<file path="src/design/hs_pkg.sv">
// Shared constants and the result record for the histogram statistics block.
// No dependencies; every other design file imports this package.
package hs_pkg;

    localparam int IN_COUNT_W  = 32;  // width of the bin count field on the input channel
    localparam int IDX_OUT_W   = 8;   // width of the bin index fields of a result
    localparam int MEAN_W      = 24;  // width of the Q16 mean field
    localparam int MEAN_FRAC_W = 16;  // fraction bits of the mean
    localparam int MED_W       = 9;   // width of the doubled median field
    localparam int QUEUE_DEPTH = 4;   // entries between front and back, a power of two

    typedef struct packed {
        logic [IDX_OUT_W-1:0] min_value;
        logic [IDX_OUT_W-1:0] max_value;
        logic [MEAN_W-1:0]    mean_q16;
        logic [MED_W-1:0]     median_doubled;
        logic [IDX_OUT_W-1:0] mode_value;
        logic                 empty_res;
    } t_result;

endpackage

</file>
<file path="src/design/hs_queue.sv">
// Short FIFO that decouples the front end from the back end.
// Depends on hs_pkg for its depth.
module hs_queue import hs_pkg::*; #(
    parameter int W = 41
) (
    input  logic         i_clk,
    input  logic         i_rst_n,
    input  logic         i_push,
    input  logic [W-1:0] i_data,
    output logic         o_full,
    output logic         o_valid,
    output logic [W-1:0] o_data,
    input  logic         i_pop
);
    localparam int PW = $clog2(QUEUE_DEPTH);

    logic [W-1:0]  r_mem [QUEUE_DEPTH];
    logic [PW-1:0] r_wr_ptr;
    logic [PW-1:0] r_rd_ptr;
    logic [PW:0]   r_count;
    logic          w_push;
    logic          w_pop;

    assign o_full  = (r_count == (PW + 1)'(QUEUE_DEPTH));
    assign o_valid = (r_count != '0);
    assign o_data  = r_mem[r_rd_ptr];
    assign w_push  = i_push && !o_full;
    assign w_pop   = i_pop && o_valid;

    always_ff @(posedge i_clk) begin
        if (w_push) begin
            r_mem[r_wr_ptr] <= i_data;
        end
    end

    // Pointers wrap by overflow since the depth is a power of two.
    always_ff @(posedge i_clk) begin
        if (!i_rst_n) begin
            r_wr_ptr <= '0;
            r_rd_ptr <= '0;
            r_count  <= '0;
        end else begin
            if (w_push) begin
                r_wr_ptr <= r_wr_ptr + 1'b1;
            end
            if (w_pop) begin
                r_rd_ptr <= r_rd_ptr + 1'b1;
            end
            if (w_push && !w_pop) begin
                r_count <= r_count + 1'b1;
            end else if (w_pop && !w_push) begin
                r_count <= r_count - 1'b1;
            end
        end
    end

endmodule

</file>
<file path="config.mk">
export PLATFORM = sky130hd
export DESIGN_NAME = hs_queue
export DESIGN_NICKNAME = d
export VERILOG_FILES = /design/src/design/hs_pkg.sv /design/src/design/hs_queue.sv
export SDC_FILE = /design/constraint.sdc
export NUM_CORES = 1
export LEC_CHECK = 0
export BUFFER_PORTS_ARGS = -buffer_cell sky130_fd_sc_hd__buf_2
export CAP_MARGIN = 20
export CORE_UTILIZATION = 41
export DETAILED_ROUTE_END_ITERATION = 16
export GPL_TIMING_DRIVEN = 0
export MAX_ROUTING_LAYER = met4
export PLACE_DENSITY = 0.64
export REMOVE_ABC_BUFFERS = 1
export SLEW_MARGIN = 15
export SYNTH_ARGS = -nofsm -noshare
export SYNTH_HDL_FRONTEND = slang
export SYNTH_SLANG_ARGS = --single-unit
</file>
<file path="constraint.sdc">
create_clock -name i_clk -period 2.25 [get_ports i_clk]
set_input_delay 0.3375 -clock i_clk [delete_from_list [all_inputs] [get_ports i_clk]]
set_output_delay 0.3375 -clock i_clk [all_outputs]
set_load 0.02 [all_outputs]
</file>
==> impl_metrics.toml <==
[yosys]
synth.distinct_cells = 24
synth_top_area_frac = 0.7634
ys_top_cells_by_count = "164 x edfxtp_1, 40 x mux4_2, 9 x dfxtp_1"
yosysSeqAreaShare = 0.7913
synth_top_cell_by_area = "edfxtp_1"
yosysWarnings = 0
avgSynthCellArea_sq_um = 24.53
async_flop_share = 0
ys_seq_elements = 173
syn_area_sq_um = 6451
synthTopCellsByArea = "edfxtp_1 76%, mux4_2 14%, dfxtp_1 2.8%, buf_12 1.2%, ha_1 0.97%"
dominantRegCellSynth = "edfxtp_1"
synth_most_common_cell = "edfxtp_1"
synthCells = 263
synth-edff-count = 164

[sta]
worst_slack_ns = 0.1132
hold_viol = 0
fmax_mhz = 468.0
fin_crit_ns = 2.137
setup_violations = 0
clock_skew_ns = 0.01019
whs_ns = 0.1289
drv_slew = 0
worst_pin_slew_ns = 0.6934
relSlewSlack = 0.5377
rsz0062_at_grt = "no"
period_share = 0.9497

[final_layout]
fin_nets = 411
n_fill_cell = 1230
final_util = 0.5075
layout-drive-gt1-share = 0.4558
area_growth_syn_to_layout_pct = 20.03
finish.instance_area_sq_um = 7744

[cts]
cts-root-buf = "clkbuf_16"
numCtsBuffers = 17
htree_levels = 4
cts_tree = "yes"
clkSlewWorstSetupHoldPaths_ns = 0.06
cts_sinks = 173
clk_latency_ns = 0.42
clock_path_buffers = 2

[floorplan]
die_h_um = 127.4
fp.dieArea_sq_um = 16240
num_rows = 45
ios = 88
initial_core_util = 0.4228
die_w_um = 127.4
core_area_sq_um = 15260

[placement]
gp_congestion = 0.6532
dpl_cell_area_sq_um = 7082
hpwl_um = 5919
io_buffers = 87
place_ws_ns = -0.2406

[global_route]
grt_pass1_vias = 3102
antenna_found_initial = 1
grt_pass1_wl_um = 16680
grt-ovfl-total = 0
grt_max_degree = 42
grt_use_total = 0.1503

[routing]
drc = 0
drt_wl_total_um = 10770
ant_nets = 0
vias = 2885
wire_per_inst_um = 18.41
viasPerCell = 4.932
dr.first_iter.drc_count = 115
drt_pass1_iterations = 4

[critical_path]
reg2reg_depth = 8
required_ns = 2.59
worst_setup_path_end_kind = "register"
worstSetupPathType = "register to register"
rr_endpoint = "r_count[2]"
start_kind = "register"
reg2reg_slack_ns = 0.11
worstPathArrival_ns = 2.48
cp-endpoint = "r_count[2]"
critPathMaxFanout = 7
timing.rr.start = "r_count[2]"
worstSetupStartpoint = "r_count[2]"

[pwr]
power_per_cell_area_nw_per_um2 = 1215
worst_ir_drop_vdd_uv = 559.2
power.leakage_nw = 2.602

[outcome]
status = "finished, final reports clean"

[hold_path]
hold_path.class = "input port to register"

[flow_run]
maxCapViolations = 0
[worst min-delay path by stage]
stage | startpoint | end | slack [ns] | depth (start not counted)
6_report | i_data[30] | r_mem[2][30] | 0.13 | 1
5_1_grt | i_data[16] | r_mem[0][16] | 0.11 | 1
4_1_cts | i_data[30] | r_mem[2][30] | 0.11 | 1
3_5_place_dp | r_wr_ptr[0] | r_wr_ptr[0] | 0.50 | 2
3_3_place_gp | r_wr_ptr[0] | r_wr_ptr[0] | 0.48 | 2
2_1_floorplan | i_data[0] | r_mem[0][0] | 0.44 | 0
[registers in the layout, summed over array words and instances (netlist names), named ones only]
signal	count
r_mem	164
r_count	3
r_rd_ptr	2
r_wr_ptr	2
[layer usage]
layer,part of all wire,track usage
met2,0.51,0.2453
met5,0,-
met1,0.43,0.1750
met3,0.047,0.04816
met4,0.010,0.05462
[cell families after synthesis]
logic type                 after synthesis  synth area share
and+or+nand+nor                         17           0.01590
adders and majority gates                6           0.01280
xor gates and xnor gates                 4          0.005432
AOI/OAI and AO/OA                        4          0.005236
DFF                                    173            0.7913
muxes                                   44            0.1484
buffers and inverters                   15           0.02094
[where the power goes]
part / internal [W] / switching, W / total [W]
combinational: 0.00101 / 0.00127 / 0.00228
clock: 0.00192 / 0.00115 / 0.00306
sequential: 0.00392 / 0.000141 / 0.00407
[critical path, stage by stage (launching register included)]
cell and delay, ns:
dfxtp_1 0.35, nor3b_2 0.20, nor2b_4 0.22, ha_1 0.24, inv_1 0.07, fa_1 0.37, xor2_1 0.16, or3_1 0.30
a21boi_0 0.16
[stage by stage]
stage               setup TNS (ns)  total power, W  std cells
global placement           -241.38        0.006401        549
finish                           0        0.009406        585
detailed placement         -0.2406        0.006425        551
global route                     0        0.009800        585
CTS                              0        0.009533        584
floorplan                   -46.14        0.005668        251
[cell usage in the layout (no fill, tap or decap), types with 2 or more instances in the layout]
cell type	instances
bufinv_16	4
buf_2	87
inv_1	3
and2_1	4
dfxtp_2	2
or3_1	2
edfxtp_1	164
mux4_2	40
xnor2_1	3
nand2_1	4
clkbuf_16	17
mux2i_1	3
and2_4	4
clkbuf_1	3
dfxtp_1	5
ha_1	5
clkbuf_8	2
dfxtp_4	2
clkinvlp_4	5
buf_12	3
[timing repair]
| action | 4_1_cts | 5_1_grt |
|---|---|---|
| hold buffers | 0 | 0 |
| buffers inserted | 1 | 0 |
| setup endpoints to repair | 26 | 23 |
| gates resized for setup | 2 | 3 |
| hold endpoints to repair | 0 | 0 |
[cell type report]
| type | instances | area, sq um | share of cell area |
|---|---|---|---|
| Antenna cell | 1 | 2.502 | 0.0003232 |
| Clock buffer | 22 | 464.2 | 0.05995 |
| Clock inverter | 10 | 162.7 | 0.02101 |
| Inverter | 3 | 11.26 | 0.001454 |
| Multi-Input combinational cell | 75 | 1229 | 0.1587 |
| Sequential cell | 173 | 5115 | 0.6605 |
| Tap cell | 211 | 264.0 | 0.03409 |
| Timing Repair Buffer | 90 | 495.5 | 0.06398 |
(Power assumes the default switching activity.)
