[config.mk]
export PLATFORM = sky130hd
export DESIGN_NAME = hs_front_flat
export DESIGN_NICKNAME = d
export VERILOG_FILES = /design/src/design/hs_pkg.sv /design/src/design/hs_if.sv /design/src/design/hs_front.sv /design/src/flat_wrapper.sv
export SDC_FILE = /design/constraint.sdc
export NUM_CORES = 1
export LEC_CHECK = 0
export BUFFER_PORTS_ARGS = -buffer_cell sky130_fd_sc_hd__buf_2
export CORE_MARGIN = 1.5
export CORE_UTILIZATION = 30
export CTS_BUF_LIST = sky130_fd_sc_hd__clkbuf_4 sky130_fd_sc_hd__clkbuf_8
export DETAILED_ROUTE_END_ITERATION = 6
export MAX_ROUTING_LAYER = met4
export PLACE_DENSITY = 0.84
export SLEW_MARGIN = 40
export SYNTH_ARGS = -nofsm -noshare
export SYNTH_HDL_FRONTEND = slang
export SYNTH_SLANG_ARGS = --single-unit
export TNS_END_PERCENT = 1
[constraint.sdc]
create_clock -name i_clk -period 1.15 [get_ports i_clk]
set_input_delay 0.1725 -clock i_clk [delete_from_list [all_inputs] [get_ports i_clk]]
set_output_delay 0.1725 -clock i_clk [all_outputs]
set_load 0.02 [all_outputs]
[src/design/hs_pkg.sv]
// Shared constants and the result record for the histogram statistics block.
// No dependencies; every other design file imports this package.
package hs_pkg;

    localparam int IN_COUNT_W  = 32;  // width of the bin count field on the input channel
    localparam int IDX_OUT_W   = 8;   // width of the bin index fields of a result
    localparam int MEAN_W      = 24;  // width of the Q16 mean field
    localparam int MEAN_FRAC_W = 16;  // fraction bits of the mean
    localparam int MED_W       = 9;   // width of the doubled median field
    localparam int QUEUE_DEPTH = 4;   // entries between front and back, a power of two

    typedef struct packed {
        logic [IDX_OUT_W-1:0] min_value;
        logic [IDX_OUT_W-1:0] max_value;
        logic [MEAN_W-1:0]    mean_q16;
        logic [MED_W-1:0]     median_doubled;
        logic [IDX_OUT_W-1:0] mode_value;
        logic                 empty_res;
    } t_result;

endpackage

[src/design/hs_if.sv]
// Valid/ready channel interfaces for bin beats in and result beats out.
// Depends on hs_pkg for the field widths.
interface hs_in_if import hs_pkg::*; ();
    logic                  valid;
    logic                  ready;
    logic [IN_COUNT_W-1:0] bin_count;
    logic                  last;

    modport source (output valid, bin_count, last, input ready);
    modport sink   (input valid, bin_count, last, output ready);
endinterface


[src/design/hs_front.sv]
// Front end: accepts bin beats, masks the count, tags each bin with its index
// and marks the bin that closes a histogram. Depends on hs_pkg and hs_in_if.
module hs_front import hs_pkg::*; #(
    parameter int BINS       = 256,
    parameter int COUNT_BITS = 32
) (
    input  logic                                  i_clk,
    input  logic                                  i_rst_n,
    hs_in_if.sink                                 i_in,
    input  logic                                  i_q_full,
    output logic                                  o_push,
    output logic [((COUNT_BITS < IN_COUNT_W) ? COUNT_BITS : IN_COUNT_W)
                  + ((BINS > 1) ? $clog2(BINS) : 1):0] o_item
);
    localparam int IDX_W = (BINS > 1) ? $clog2(BINS) : 1;
    localparam int CW    = (COUNT_BITS < IN_COUNT_W) ? COUNT_BITS : IN_COUNT_W;

    logic [IDX_W-1:0] r_idx;
    logic [IDX_W-1:0] n_idx;
    logic             w_end;

    // A histogram closes on the last flag or on its final bin.
    assign w_end      = i_in.last || (r_idx == IDX_W'(BINS - 1));
    assign i_in.ready = !i_q_full;
    assign o_push     = i_in.valid && !i_q_full;
    assign o_item     = {w_end, r_idx, i_in.bin_count[CW-1:0]};

    always_comb begin
        n_idx = r_idx;
        if (o_push) begin
            n_idx = w_end ? '0 : r_idx + 1'b1;
        end
    end

    always_ff @(posedge i_clk) begin
        if (!i_rst_n) begin
            r_idx <= '0;
        end else begin
            r_idx <= n_idx;
        end
    end

endmodule

[src/flat_wrapper.sv]
// flat-port wrapper written by rule: the top's interface ports become plain ports
module hs_front_flat import hs_pkg::*;
#(
    parameter int BINS       = 256,
    parameter int COUNT_BITS = 32
)
  (i_clk, i_rst_n, i_q_full, o_push, o_item, i_in_valid, i_in_bin_count, i_in_last, i_in_ready);
  hs_in_if i_in_i ();
  input  logic i_clk;
  input  logic i_rst_n;
  input  logic i_q_full;
  output logic o_push;
  output logic [((COUNT_BITS < IN_COUNT_W) ? COUNT_BITS : IN_COUNT_W)
                  + ((BINS > 1) ? $clog2(BINS) : 1):0] o_item;
  input wire logic [$bits(i_in_i.valid)-1:0] i_in_valid;
  input wire logic [$bits(i_in_i.bin_count)-1:0] i_in_bin_count;
  input wire logic [$bits(i_in_i.last)-1:0] i_in_last;
  output wire logic [$bits(i_in_i.ready)-1:0] i_in_ready;
  assign i_in_i.valid = i_in_valid;
  assign i_in_i.bin_count = i_in_bin_count;
  assign i_in_i.last = i_in_last;
  assign i_in_ready = i_in_i.ready;
  hs_front #(.BINS(BINS), .COUNT_BITS(COUNT_BITS)) u_core (.i_clk(i_clk), .i_rst_n(i_rst_n), .i_in(i_in_i), .i_q_full(i_q_full), .o_push(o_push), .o_item(o_item));
endmodule
==> results.toml, run 1 <==
[status]
status = "finished, violations left"
violations = "setup timing"

[setup_path]
cp.required_ns = 1.32
startpoint_type = "flip-flop"
cp.arrival_ns = 1.60
crit_fanout = 5
worstSetupPathType = "reg -> reg"
crit_slowest_cell = "or3_1"
crit_chain = "ha_4 > buf_4 > nand4b_1 > or3_1 > a21oi_1"
cp-end-kind = "flip-flop"
slowest_delay_ns = 0.39

[grt]
grt_overflow = 0
grt_max_degree = 7
grt_pass1_vias = 506
grt_pass1_wl_mm = 2.02
track_usage = 0.107
antenna_found_initial = 0

[yosys]
yosysUniqueCellTypes = 24
avgSynthCellArea_um2 = 8.22
syn_area_um2 = 666
yosys_register_bits = 8
synthCells = 81
ys_warn_count = 0
synthTopCellsByArea = "buf_4, dfxtp_1, a21oi_1"
ys_seq_area_frac = 0.241
synth_nets = 119
synth_top_area_cell = "buf_4"
synth_top_area_frac = 0.372

[sta]
rsz0062_at_grt = "yes"
timing.fmax_ghz = 0.700
slew_headroom = 0.769
final.setup_skew_ns = 0.00471
setup_slack_ns = -0.279
worstMarginPinSlew_ns = 0.346
final_hold_viol_count = 0
finalSetupViolCount = 8
holdWs_ns = 0.205
slew_viol_final = 0
finalCriticalPeriod_ns = 1.43
fin_crit_sh = 1.24

[layout]
num-fill-cells = 202
final_cell_area_um2 = 777
largestRegisters = "u_core.r_idx: 8 flops"
seq_area_um2 = 174
largest_reg_flops = 8
largest-register = "u_core.r_idx"
areaGrowthSynthToFinish_pct = 16.7
n_antenna_cell = 0
fin_nets = 123
layout-drive-gt1-share = 0.607
multi_input_area_um2 = 284

[drt]
drtAntennaViolNets = 0
firstDrtPassIters = 4
first_iter_violations = 8
vias = 534
wl_per_cell_um = 12.7
drc = 0
drt_wl_total_mm = 1.41
via_per_inst = 4.81

[die]
die_area_mm2 = 0.00251
rows = 16
pin_count = 80
die_h_um = 50.1
fp.dieW_um = 50.1
start_util = 0.329
core_area_mm2 = 0.00202

[cts]
cts_buffers = 3
cts_tree = "yes"
path_clk_slew_ns = 0.06
htree_levels = 1
cts_root_buffer = "clkbuf_4"
cts.sinks = 8
clk_latency_ns = 0.25
clock_path_buffers = 2

[flow_run]
cap_violations = 0

[worst_hold_path]
hold_class = "in -> reg"

[power]
pwr-share-comb = 0.154
power_density_mw_per_mm2 = 824
power_switching_uw = 155
power_leakage_nw = 0.361
clockPowerShare = 0.405
ir_drop_v = 0.000506
power_frac_seq = 0.441
p_int_uw = 486
p_sw_frac = 0.241

[placed_design]
place_area_um2 = 661
gp_congestion = 0.769
port_buffers = 15
dp.final_hpwl_mm = 1.08
## worst max-delay path: cells and delay by family (launching register included)
kind / cells / cell delay (ns)
AOI/OAI and AO/OA: 1 / 0.15
adders and majority gates: 1 / 0.13
buffers and inverters: 1 / 0.09
DFF: 1 / 0.36
and+or+nand+nor: 2 / 0.62
## Yosys cell counts
master	count
buf_4	33
dfxtp_1	8
inv_1	5
nand2_1	5
a21oi_1	4
o21ai_0	3
nand3_1	2
nand3b_1	2
nor2_1	2
o31ai_1	2
or3_1	2
a2111oi_0	1
a21oi_2	1
ha_1	1
nand2b_4	1
nand4_1	1
nand4b_1	1
nor3_1	1
o311ai_2	1
o31a_1	1
or3_2	1
or4_4	1
xnor2_1	1
xor2_1	1
## power groups by stage
stage	registers, mW	logic, mW	clock network (mW)
2_1_floorplan	0.296	0.202	0
3_3_place_gp	0.289	0.0756	0
3_5_place_dp	0.290	0.0771	0
4_1_cts	0.282	0.0914	0.262
5_1_grt	0.283	0.105	0.275
6_report	0.283	0.0986	0.259
## metal layers
metal | GRT usage | vias up | routed length, um
met5 | - | - | 0
met4 | 0.0556 | 0 | 20
met3 | 0.0455 | 10 | 144
met2 | 0.173 | 22 | 715
met1 | 0.110 | 252 | 524
li1 | - | 250 | -
## placed cells by master (no fill, tap or decap), drive strengths merged
cell type and n:
nand4 1, xnor2 1, buf 32, nand3b 2, nand2b 1, a21oi 5, nand2 5, o21ai 3
nand4b 1, ha 1, o311ai 1, a2111oi 1, xor2 1, or4 1, nor2 2, inv 5
nor3 1, o31a 1, o31ai 2, nand3 2, dfxtp 8, or3 3, clkbuf 4
## area by class of cell
class,count,share of cell area
multi-input cells,35,0.366
repair buffers,32,0.304
flip-flops and latches,8,0.224
well taps,27,0.0435
clock buffers,4,0.0386
inverters,5,0.0242
## metrics by stage
step,std cells,power [mW],setup WS [ns],util,setup TNS (ns)
final,111,0.641,-0.279,0.384,-1.87
after global routing,111,0.663,-0.340,0.384,-2.36
after CTS,110,0.635,-0.299,0.366,-1.75
after detailed placement,103,0.367,-0.155,0.327,-0.987
after global placement,103,0.365,-0.0950,0.327,-0.535
after floorplan,81,0.497,-0.100,-,-0.635
## cell families (layout without fill, tap and decap cells)
group	after synthesis	count (layout)	synth area share
AOI/OAI and AO/OA	13	13	0.139
xor gates and xnor gates	2	2	0.0263
adders and majority gates	1	1	0.0188
and+or+nand+nor	19	19	0.175
buffers and inverters	38	41	0.400
DFF	8	8	0.241
## what timing repair did
item / in CTS / in global routing
hold buffers: 0 / 0
pin swaps: 4 / 2
buffers inserted: 3 / 1
gates resized for setup: 8 / 7
gates cloned: 0 / 0
setup endpoints to repair: 8 / 10
## path summary, 6_finish.rpt
check	end	cells after the start	slack, ns	start
worst max-delay path	u_core.r_idx[4]$_SDFFE_PN0P_	5	-0.28	u_core.r_idx[1]$_SDFFE_PN0P_
worst min-delay path	u_core.r_idx[0]$_SDFFE_PN0P_	3	0.20	i_rst_n
worst max register to register	u_core.r_idx[4]$_SDFFE_PN0P_	5	-0.28	u_core.r_idx[1]$_SDFFE_PN0P_
worst min register to register	u_core.r_idx[6]$_SDFFE_PN0P_	3	0.62	u_core.r_idx[6]$_SDFFE_PN0P_
No activity file was read; power rests on OpenSTA's default activity.
==> run 2, diff against run 1 <==
--- a/config.mk
+++ b/config.mk
@@ -7,11 +7,12 @@
 export LEC_CHECK = 0
 export BUFFER_PORTS_ARGS = -buffer_cell sky130_fd_sc_hd__buf_2
 export CORE_MARGIN = 1.5
-export CORE_UTILIZATION = 30
-export CTS_BUF_LIST = sky130_fd_sc_hd__clkbuf_4 sky130_fd_sc_hd__clkbuf_8
+export CORE_UTILIZATION = 29
+export CTS_BUF_LIST = sky130_fd_sc_hd__clkbuf_16
 export DETAILED_ROUTE_END_ITERATION = 6
 export MAX_ROUTING_LAYER = met4
-export PLACE_DENSITY = 0.84
+export PLACE_DENSITY = 0.82
+export RECOVER_POWER = 25
 export SLEW_MARGIN = 40
 export SYNTH_ARGS = -nofsm -noshare
 export SYNTH_HDL_FRONTEND = slang
==> results.toml, run 2 (synthesized netlist as in run 1, its figures left out) <==
[status]
status = "finished, violations left"
violations = "setup timing"

[sta]
final.setup_skew_ns = 0.00540
tns_ns = -1.30
finalCriticalPeriod_ns = 1.35
worstMarginPinSlew_ns = 0.423
fin_crit_sh = 1.17
final_hold_viol_count = 0
setup_slack_ns = -0.195
slew_viol_final = 0
rsz0062_at_grt = "yes"
holdWs_ns = 0.221
timing.fmax_ghz = 0.743
finalSetupViolCount = 8
slew_headroom = 0.711

[drt]
drt_wl_total_mm = 1.37
drtAntennaViolNets = 0
firstDrtPassIters = 3
vias = 516
wl_per_cell_um = 12.4
first_iter_violations = 2
via_per_inst = 4.69
drc = 0

[worst_hold_path]
hold_class = "in -> reg"
hold_depth = 3
hp-start = "i_rst_n"
whs_endpoint = "u_core.r_idx[0]$_SDFFE_PN0P_"

[setup_path]
crit_slowest_cell = "dfxtp_4"
crit_fanout = 3
worstSetupPathType = "reg -> out"
startpoint_type = "flip-flop"
slowest_delay_ns = 0.36
r2r_cells = 5
cp-end-kind = "primary output"
r2r_slack_ns = -0.18
crit_chain = "ha_4 > nand2_2 > o31ai_2 > buf_4"
r2r-start = "u_core.r_idx[4]$_SDFFE_PN0P_"
reg2reg_to = "u_core.r_idx[1]$_SDFFE_PN0P_"
cp.required_ns = 0.98
cp.arrival_ns = 1.17

[grt]
track_usage = 0.124
grt_max_degree = 7
grt_pass1_vias = 535
antenna_found_initial = 0
grt_pass1_wl_mm = 2.20
grt_overflow = 0

[layout]
largest_reg_flops = 8
largestRegisters = "u_core.r_idx: 8 flops"
final_cell_area_um2 = 779
n_antenna_cell = 0
multi_input_area_um2 = 273
areaGrowthSynthToFinish_pct = 17.1
layout-drive-gt1-share = 0.598
seq_area_um2 = 174
stdcell_count = 110
fin_nets = 121
mostFrequentLayoutCells = "buf_4, buf_2, inv_1"
num-fill-cells = 229
largest-register = "u_core.r_idx"
layout_commonest_cell = "buf_4"

[power]
power_leakage_nw = 0.354
ir_drop_v = 0.000688
power_density_mw_per_mm2 = 1250
power_uw = 975

[die]
die_area_mm2 = 0.00259
pin_count = 80
die_h_um = 50.9
rows = 17
core_area_mm2 = 0.00219
fp.dieW_um = 50.9
start_util = 0.304

[cts]
clk_latency_ns = 0.24
cts_buffers = 3
cts_root_buffer = "clkbuf_16"
cts.sinks = 8
path_clk_slew_ns = 0.04
cts_tree = "yes"
htree_levels = 1
clock_path_buffers = 2

[placed_design]
place_area_um2 = 662
port_buffers = 15
gp_congestion = 0.812
dp.final_hpwl_mm = 1.05
placed_cells = 104

[flow_run]
cap_violations = 0
## run 2: cell types whose count changed in the layout (fill, tap and decap cells not counted), sizes merged
cell and delta:
inv +1, buf -2, clkbuf -1
## run 2: worst max-delay path, delay by kind of cell (launching register included)
| family | cells | cell delay [ns] |
|---|---|---|
| flops | 1 | 0.36 |
| compound gates | 1 | 0.21 |
| buf+inv | 1 | 0.17 |
| fa+ha+maj | 1 | 0.14 |
| simple gates | 1 | 0.05 |
## run 2: per-stage QoR
stage / setup WS, ns / utilization
finish: -0.195 / 0.356
global route: -0.262 / 0.356
CTS: -0.223 / 0.342
detailed placement: -0.172 / 0.302
global placement: -0.102 / 0.302
floorplan: -0.100 / -
## run 2: where the power goes
| part | switching, mW | leakage (nW) | internal [mW] |
|---|---|---|---|
| clock | 0.155 | 0.0423 | 0.455 |
| combinational | 0.0437 | 0.243 | 0.0363 |
| sequential | 0.00445 | 0.0687 | 0.281 |
| total | 0.204 | 0.354 | 0.771 |
## run 2: repair_timing
action                                  in CTS  in global routing
gates resized for setup                      0                  7
pin swaps                                    1                  5
endpoints found under the setup margin       8                  8
setup buffers                                1                  1
hold buffers                                 0                  0
## run 2: how the worst max path moves through the flow
stage	startpoint	endpoint	slack, ns	cells past startpoint
after detailed placement	u_core.r_idx[0]$_SDFFE_PN0P_	u_core.r_idx[3]$_SDFFE_PN0P_	-0.17	4
after global routing	u_core.r_idx[4]$_SDFFE_PN0P_	u_core.r_idx[1]$_SDFFE_PN0P_	-0.26	5
after floorplan	u_core.r_idx[0]$_SDFFE_PN0P_	u_core.r_idx[6]$_SDFFE_PN0P_	-0.10	4
after CTS	u_core.r_idx[0]$_SDFFE_PN0P_	o_item[40]	-0.22	4
after global placement	u_core.r_idx[0]$_SDFFE_PN0P_	u_core.r_idx[3]$_SDFFE_PN0P_	-0.10	4
final	u_core.r_idx[1]$_SDFFE_PN0P_	o_item[40]	-0.20	4
## run 2: area by class of cell
cell class | count | area share
multi-input cells | 35 | 0.350
flip-flops and latches | 8 | 0.223
clock buffers | 3 | 0.0963
inverters | 5 | 0.0241
repair buffers | 30 | 0.257
clock inverters | 1 | 0.00482
well taps | 28 | 0.0449
## run 2: metal layers
metal  GRT usage  vias up  routed length (um)
met5           -        -                   0
met4       0.113        0                  25
met3      0.0819        6                 160
met2       0.182       25                 715
met1       0.107      241                 463
li1            -      244                   -
